### src/rtl/foae_pkg.sv
package foae_pkg;

    localparam int SAMPLE_BITS_DEF = 16;
    localparam int ANGLE_BITS_DEF  = 16;

    // elevation control is Q0.16, angle (c - 0.5) * 2 rad
    localparam int EL_BITS  = 16;
    localparam int EL_SHIFT = 30 - (EL_BITS - 1);

    localparam logic [31:0]        Q30_ONE     = 32'h4000_0000;
    localparam logic [30:0]        HALF_PI_Q30 = 31'd1686629713;
    localparam logic signed [31:0] W_GAIN_Q30  = 32'sd759135470;

    // Horner terms of the sine polynomial, one cell each
    localparam int N_TERMS     = 5;
    localparam int CELL_STAGES = 3;
    // x^2 stage, cells, x*t stage, cap/sign stage
    localparam int SINE_LAT    = 1 + CELL_STAGES * N_TERMS + 2;
    // angle front stage, sine chain, product stage, round/saturate stage
    localparam int PIPE_DEPTH  = 1 + SINE_LAT + 2;

    typedef struct packed {
        logic [31:0] x2;
        logic [30:0] t;
        logic [30:0] x;
        logic        neg;
    } t_term;

    function automatic int term_div(input int idx);
        int d;
        case (idx)
            0:       d = 110;
            1:       d = 72;
            2:       d = 42;
            3:       d = 20;
            default: d = 6;
        endcase
        return d;
    endfunction

endpackage

### src/rtl/foae_front.sv
module foae_front #(
    parameter int ANGLE_BITS = foae_pkg::ANGLE_BITS_DEF
) (
    input  logic                  i_clk,
    input  logic                  i_en,
    input  logic [ANGLE_BITS-1:0] i_angle,
    output logic [30:0]           o_x,
    output logic                  o_neg
);

    localparam int QW = ANGLE_BITS - 2;
    localparam int PW = QW + 32;

    logic [1:0]    quad;
    logic [QW-1:0] low;
    logic [QW:0]   fold;
    logic [PW-1:0] prod;
    logic [30:0]   r_x;
    logic          r_neg;

    assign quad = i_angle[ANGLE_BITS-1 -: 2];
    assign low  = i_angle[QW-1:0];
    // odd quadrants run backward from the quarter turn
    assign fold = quad[0] ? {1'b1, {QW{1'b0}}} - {1'b0, low} : {1'b0, low};
    assign prod = PW'(fold) * PW'(foae_pkg::HALF_PI_Q30);

    always_ff @(posedge i_clk) begin
        if (i_en) begin
            r_x   <= prod[QW +: 31];
            r_neg <= quad[1];
        end
    end

    assign o_x   = r_x;
    assign o_neg = r_neg;

endmodule

### config.mk
export PLATFORM = sky130hd
export DESIGN_NAME = foae_front
export DESIGN_NICKNAME = d
export VERILOG_FILES = /design/src/rtl/foae_pkg.sv /design/src/rtl/foae_front.sv
export SDC_FILE = /design/constraint.sdc
export NUM_CORES = 1
export LEC_CHECK = 0
export ABC_AREA = 1
export BUFFER_PORTS_ARGS = -buffer_cell sky130_fd_sc_hd__buf_2
export CORE_MARGIN = 3
export CORE_UTILIZATION = 65
export DETAILED_ROUTE_END_ITERATION = 10
export PLACE_DENSITY_LB_ADDON = 0.05
export SYNTH_ARGS = -nofsm -noshare
export SYNTH_HDL_FRONTEND = slang
export SYNTH_SLANG_ARGS = --single-unit
### constraint.sdc
create_clock -name i_clk -period 8.85 [get_ports i_clk]
set_input_delay 0.885 -clock i_clk [delete_from_list [all_inputs] [get_ports i_clk]]
set_output_delay 0.885 -clock i_clk [all_outputs]
set_load 0.02 [all_outputs]
==> metrics.txt <==
Final GP Congestion 0.966; via count of the routed design just under 7000; period utilization 0.877; core area approximately 13000 µm²; die area ~15000 µm²; simple-gate share of the synthesized area 0.136; total wire length 21700 µm; Setup crit end kind flop; Avg WL per Cell between 15 and 20 µm; CTS Buffer Depth 2; Min-Delay Path Class in2reg; post-synthesis adder-cell area fraction 0.543; outcome finished clean; hpwl dp between 15000 and 20000 µm; Max-Cap Viols 0; # port buffers 49; Syn Inst Count between 1000 and 1500; clk root buf clkbuf_16; crit-path max FO 7; Synth Area in Compound Gates 0.0623; CTS resizes 0; unique cell type count in the Yosys netlist 36; Post-CTS Setup Bufs 0; slew margin rel. 0.201; Worst Setup Start Kind input port; gr ovfl total 0; Setup violations, final 0; Primary FF master, synth edfxtp_1; H-tree depth 2; Worst Tran Pin Value 1.19 ns; global-route wire length before repair around 35000 µm; largest family of logic cells by synthesized area adder cells; row cnt 41; CP Data Required Time 8.88 ns; TritonRoute pass-1 iters 5; vias in the first global route ~7000; Final nets about 1400; most frequent cells in the layout inv_1 (267), ha_1 (162), nand2_1 (139); Final ANT Viol Nets 0; cts hold-fix bufs 0; register area share after synthesis 0.109; leading cell type in the layout, fill and taps excluded inv_1; clock-pin slew on the worst setup and hold paths ~0.050 ns; Final min period roughly 7.8 ns; number of flops mapped to enable cells by yosys 32; #FFs+latches synth 32; asr flop ratio synth 0; total track usage 0.305; DRT iter0 DRCs 401; die width 122 µm; XOR/XNOR share of the synthesized area 0.0338; CTS buffer count 5; final hold viol count 0; Syn-to-layout area delta 7.96%; CP Class in2reg; mux cell area share after synthesis 0; share of cells above drive strength 1 0.0924; Post-route DRC 0; Num Clock Sinks 32; largest net degree at the start of global routing 33; crit path DAT 7.79 ns; RSZ-0062 raised after global routing no; Syn. warnings 0; number of vias per cell roughly 5.5; diode count 0; fin. max-slew vios 0; syn nets roughly 1300; Fmax between 0.1 and 0.15 GHz; Starting Density 0.682; die height between 100 and 150 µm; Post-Syn Area per Cell 8.77 µm²; TNS Setup 0 ns; initial antenna violation count 0; Synth Cell Area slightly below 9000 µm²; I/O pin cnt 50; TritonCTS clock tree built
## path summary, 6_finish.rpt
| path | startpoint | end | slack, ns | cells after the start |
|---|---|---|---|---|
| worst min-delay path | i_angle[15] | o_neg | 0.80 | 1 |
| worst max-delay path | i_angle[0] | o_x[24] | 1.09 | 27 |
## layer usage
metal | vias up | global-route usage | share of wire
met2 | 233 | 0.509 | 0.49
li1 | 3252 | - | -
met4 | 0 | 0.0875 | 0.031
met3 | 44 | 0.0558 | 0.067
met5 | - | 0 | 0
met1 | 3338 | 0.410 | 0.41
## synth_stat cells, types with 2 or more instances
master / n / area, µm²
o21bai_1: 5 / 37.5
xor2_1: 28 / 245
a21o_1: 7 / 52.6
a21oi_1: 41 / 205
a31oi_1: 4 / 25.0
xnor2_1: 6 / 52.6
a21boi_0: 2 / 15.0
nor3_2: 2 / 20.0
o21ai_0: 21 / 105
edfxtp_1: 32 / 961
nand3_1: 25 / 125
nand3_2: 3 / 30.0
nand2_1: 139 / 522
o21a_1: 3 / 22.5
o21ai_1: 5 / 25.0
nor4_1: 3 / 18.8
fa_1: 138 / 2760
ha_1: 162 / 2030
nand3b_1: 2 / 15.0
inv_1: 267 / 1000
nor3_1: 12 / 60.1
nor2_2: 7 / 43.8
o21ai_2: 2 / 17.5
nand4_1: 6 / 37.5
clkinv_1: 2 / 7.51
or2_2: 5 / 31.3
nand2_2: 10 / 62.6
nor2_1: 58 / 218
## flip-flops by register name (all words and copies together) (netlist names)
signal  flops
o_x        31
o_neg       1
## final cells by class
type	count	area [µm²]
clock buffer	5	125
sequential	32	961
inverter	269	1010
clock inverter	3	37.5
tap	172	215
fill	1031	3410
multi-input combinational	703	6840
timing repair buffer	60	328
## metrics by stage
step	hold WS, ns	utilization	cells	setup WS, ns	area [µm²]
global placement	1.06	0.723	1236	0.908	9350
finish	0.801	0.736	1244	1.09	9520
global route	0.792	0.736	1244	0.532	9520
CTS	0.796	0.736	1244	1.15	9520
floorplan	0.984	-	1005	2.19	8810
detailed placement	1.09	0.723	1236	0.905	9350
## critical path, stage by stage
cell and delay (ns):
buf_2 0.15, inv_1 0.13, ha_1 0.19, nand3_1 0.14, nor2_1 0.12, nand2_1 0.07, nor2_1 0.09, nand3_1 0.10
nor3_1 0.92, inv_1 0.22, fa_1 0.60, inv_1 0.14, fa_1 0.51, fa_1 0.52, fa_1 0.53, fa_1 0.54
inv_1 0.04, ha_1 0.29, ha_1 0.36, a21oi_1 0.27, o21ai_0 0.24, a21oi_1 0.26, inv_1 0.09, a21oi_1 0.20
nand2_1 0.08, nand2_1 0.05, nand2_1 0.04
## kinds of logic after synthesis
kind of cell               Yosys count
AOI/OAI and AO/OA                   95
xor gates and xnor gates            34
DFF                                 32
and+or+nand+nor                    274
buffers and inverters              270
adders and majority gates          300
Power is not shown: default switching activity piles up to over one toggle a cycle in this logic, so the estimate is an artifact.
