## src/rtl/foae_pkg.sv

```systemverilog
package foae_pkg;

    localparam int SAMPLE_BITS_DEF = 16;
    localparam int ANGLE_BITS_DEF  = 16;

    // elevation control is Q0.16, angle (c - 0.5) * 2 rad
    localparam int EL_BITS  = 16;
    localparam int EL_SHIFT = 30 - (EL_BITS - 1);

    localparam logic [31:0]        Q30_ONE     = 32'h4000_0000;
    localparam logic [30:0]        HALF_PI_Q30 = 31'd1686629713;
    localparam logic signed [31:0] W_GAIN_Q30  = 32'sd759135470;

    // Horner terms of the sine polynomial, one cell each
    localparam int N_TERMS     = 5;
    localparam int CELL_STAGES = 3;
    // x^2 stage, cells, x*t stage, cap/sign stage
    localparam int SINE_LAT    = 1 + CELL_STAGES * N_TERMS + 2;
    // angle front stage, sine chain, product stage, round/saturate stage
    localparam int PIPE_DEPTH  = 1 + SINE_LAT + 2;

    typedef struct packed {
        logic [31:0] x2;
        logic [30:0] t;
        logic [30:0] x;
        logic        neg;
    } t_term;

    function automatic int term_div(input int idx);
        int d;
        case (idx)
            0:       d = 110;
            1:       d = 72;
            2:       d = 42;
            3:       d = 20;
            default: d = 6;
        endcase
        return d;
    endfunction

endpackage

```

## src/rtl/foae_scale.sv

```systemverilog
module foae_scale #(
    parameter int SAMPLE_BITS = foae_pkg::SAMPLE_BITS_DEF
) (
    input  logic                          i_clk,
    input  logic                          i_en,
    input  logic signed [SAMPLE_BITS-1:0] i_sample,
    input  logic signed [31:0]            i_coeff,
    output logic signed [SAMPLE_BITS-1:0] o_value
);

    localparam int PW = SAMPLE_BITS + 32;
    localparam logic signed [PW-1:0]          HALF_LSB = PW'(64'sd1 <<< 29);
    localparam logic signed [SAMPLE_BITS-1:0] MAX_VAL  = {1'b0, {(SAMPLE_BITS-1){1'b1}}};
    localparam logic signed [SAMPLE_BITS-1:0] MIN_VAL  = {1'b1, {(SAMPLE_BITS-1){1'b0}}};

    logic signed [PW-1:0]          n_prod;
    logic signed [PW-1:0]          r_prod;
    logic signed [PW-1:0]          rnd;
    logic [SAMPLE_BITS+1:0]        q;
    logic signed [SAMPLE_BITS-1:0] n_value;
    logic signed [SAMPLE_BITS-1:0] r_value;

    assign n_prod = PW'(i_sample) * PW'(i_coeff);

    // round half up, then clamp to the sample range
    assign rnd = r_prod + HALF_LSB;
    assign q   = rnd[PW-1:30];

    always_comb begin
        if (q[SAMPLE_BITS+1 -: 3] == 3'b000 || q[SAMPLE_BITS+1 -: 3] == 3'b111) begin
            n_value = q[SAMPLE_BITS-1:0];
        end else if (q[SAMPLE_BITS+1]) begin
            n_value = MIN_VAL;
        end else begin
            n_value = MAX_VAL;
        end
    end

    always_ff @(posedge i_clk) begin
        if (i_en) begin
            r_prod  <= n_prod;
            r_value <= n_value;
        end
    end

    assign o_value = r_value;

endmodule

```

## config.mk

```make
export PLATFORM = sky130hd
export DESIGN_NAME = foae_scale
export DESIGN_NICKNAME = d
export VERILOG_FILES = /design/src/rtl/foae_pkg.sv /design/src/rtl/foae_scale.sv
export SDC_FILE = /design/constraint.sdc
export NUM_CORES = 1
export LEC_CHECK = 0
export ABC_CLOCK_PERIOD_IN_PS = 12350
export BUFFER_PORTS_ARGS = -buffer_cell sky130_fd_sc_hd__buf_2
export CAP_MARGIN = 20
export CORE_MARGIN = 3
export CORE_UTILIZATION = 65
export DETAILED_ROUTE_END_ITERATION = 10
export GPL_TIMING_DRIVEN = 0
export PLACE_DENSITY_LB_ADDON = 0.08
export SYNTH_ARGS = -nofsm -noshare
export SYNTH_HDL_FRONTEND = slang
export SYNTH_SLANG_ARGS = --single-unit
```

## constraint.sdc

```tcl
create_clock -name i_clk -period 12.35 [get_ports i_clk]
set_input_delay 2.47 -clock i_clk [delete_from_list [all_inputs] [get_ports i_clk]]
set_output_delay 2.47 -clock i_clk [all_outputs]
set_load 0.01 [all_outputs]
```

==> metrics <==
drt wl/cell about 21 um; Post-Synthesis Cells around 2k; DP HPWL about 44000 um; Post-CTS Setup Bufs 0; crit path max fanout 10; antenna violations before repair 1; TritonCTS buffer count 5; gpl congestion slightly below 1; post-CTS sizing 0; worst r2r dst o_value[3]; Routed WL 52900 um; core area approximately 0.028 mm2; leading cell types in the layout, fill and taps excluded 560 x inv_1, 485 x fa_1, 284 x nand2_1; CTS tree built; Ys Warns 0; vias around 14k; Max-Cap Viols 0; Worst R2R Setup Slack 9.70 ns; Clock Root Buffer clkbuf_16; RSZ-0062 raised after global routing no; Initial Util 67.0%; drt pass-1 iters 5; Fmax achieved approximately 0.099 GHz; CP Data Arrival Time between 10 and 15 ns; DR DRC count 0; worst slew pin tran roughly 1.0 ns; sequential share of the synthesized area 5.57%; Buf+Inv Stages, Crit Path 5; prevailing post-synth register cell edfxtp_1; number of buffers inserted by hold repair at cts 0; PortBufs 65; Post-synth EDFFs 35; GRT Resource Usage Total between 30% and 40%; Routed Antenna Nets 0; CP endpoint kind flip-flop; count of cell types in the netlist 63; Synth Net Count about 2.7k; htree depth 2; Reg2Reg Launch Point r_prod[30]; Setup crit start kind primary input; Hold Startpoint r_prod[39]; FFs w/ async S/R, synth 0%; routing usage on met1 47.7%; FP Rows 61; crit-path cells buf_2 > clkinv_1 > clkbuf_1 > nor2_1 > fa_1 > fa_1 > fa_1 > fa_1 > fa_1 > inv_1 > fa_1 > inv_1 > ha_1 > a21oi_1 > o211ai_1 > a211oi_1 > nor4b_2 > nor3_2 > o31ai_2 > a31oi_1 > xnor2_1; maximum number of pins on one net before global-route repair 36; Crit-path slowest cell a211oi_1; Synth Cell Area 0.0189 mm2; vias in the first global route 15.8k; worst hold stages 2; Setup TNS 0 ns; outcome completed; relative slew slack between 30% and 40%; Cell Count, Final, Fillers Out approximately 2.5k; most common cell after layout, fill and taps aside inv_1; Worst Path Required about 12 ns; total gr overflow 0; GR Util met3 under 10%; fin crit share between 80% and 90%; CP max stage delay roughly 0.88 ns; Final setup viols 0; Clk Latency, worst-skew pair about 0.28 ns; cell total after placement roughly 2.5k; worst r2r path cells 8; most used cell, CP fa_1; DRT iter0 DRCs around 1.2k; gr busiest metal met2; TritonCTS Sinks 35; Tmin final around 10 ns; Die W 176 um; ratio of cells with drive above 1 in the final layout under 10%; clk_skew roughly 0.0035 ns; clk buf depth 2; WS Path Type primary input to flip-flop; syn avg cell area a little over 9 um2; # IOs 66; Hold EP o_value[9]; final-report max-slew violation count 0; first-pass GRT wire length approximately 85000 um; NumNets Final 2776; die height 176 um; Area growth syn-to-layout 5.06%; type of the most critical hold path flip-flop to flip-flop; final hold vios 0; die footprint 0.0311 mm2; GRT met2 Usage between 60 and 70%; Top Family by Delay on Critical Path adder cells; vias per cell roughly 5.7; synthesis-stage register bit count 35; clk slew on worst S/H paths 0.05 ns
-- cell families after synthesis --
logic type,count (synthesis),synth area share (%)
and+or+nand+nor,609,15.9
DFF,35,5.57
xor gates and xnor gates,42,1.99
adders and majority gates,597,58.9
AOI/OAI and AO/OA,128,4.75
buffers and inverters,645,12.9
-- cell type report --
class / count / area, um2
inverters: 561 / 2110
well taps: 378 / 473
diodes: 5 / 12.5
clock buffers: 7 / 133
repair buffers: 66 / 333
multi-input cells: 1376 / 15400
fillers: 2271 / 8330
clock inverters: 1 / 5.00
plain buffers: 84 / 327
flip-flops and latches: 35 / 1050
-- registers in the layout, summed over array words and instances (netlist names) --
name,cells
o_value,16
r_prod,19
-- worst max-delay path by stage --
stage | start | endpoint | slack (ns) | cells after the start
2_1_floorplan | i_coeff[31] | r_prod[47] | 4.01 | 20
3_3_place_gp | i_sample[15] | r_prod[47] | 2.15 | 21
3_5_place_dp | i_sample[15] | r_prod[47] | 2.08 | 21
4_1_cts | i_sample[15] | r_prod[47] | 2.37 | 21
5_1_grt | i_sample[15] | r_prod[47] | 2.10 | 21
6_report | i_sample[15] | r_prod[44] | 2.24 | 21
-- worst reg2reg max path: stages, from the launching register on --
cell and delay [ns]:
edfxtp_1 0.40, ha_1 0.32, nand4_4 0.21, nor3_2 0.46
o21ai_1 0.13, a21oi_1 0.19, o32a_1 0.33, buf_4 0.27
o21ai_1 0.09
-- per-layer routing --
metal / vias to the layer above / routed length, um
met2: 718 / 25200
met4: 0 / 2760
met5: - / 0
met3: 157 / 5490
met1: 7250 / 19400
li1: 6087 / -
-- stage by stage --
step	area (um2)	utilization (%)	worst slack [ns]	hold WS, ns
global route	19800	70.4	2.10	0.684
finish	19800	70.4	2.24	0.662
detailed placement	19700	69.9	2.08	0.640
CTS	19800	70.4	2.37	0.655
floorplan	18900	-	4.01	0.606
global placement	19700	69.9	2.15	0.633
-- synth_stat cells, drive strengths merged, types with 7 or more instances --
cell,n,area [um2]
xor2,16,140
a21oi,34,170
nand4,9,71.3
fa,485,9710
a21o,20,150
edfxtp,35,1050
nand2,284,1070
o21ai,31,193
nand2b,8,50.1
clkbuf,82,308
ha,112,1400
a211oi,7,52.6
inv,560,2100
nand3,15,75.1
and2,214,1340
nor2,53,209
nor3,10,71.3
xnor2,26,235
Power is left out: the tool's default activity adds up to more than one toggle a clock period on the data nets, which glitch-free logic cannot reach.
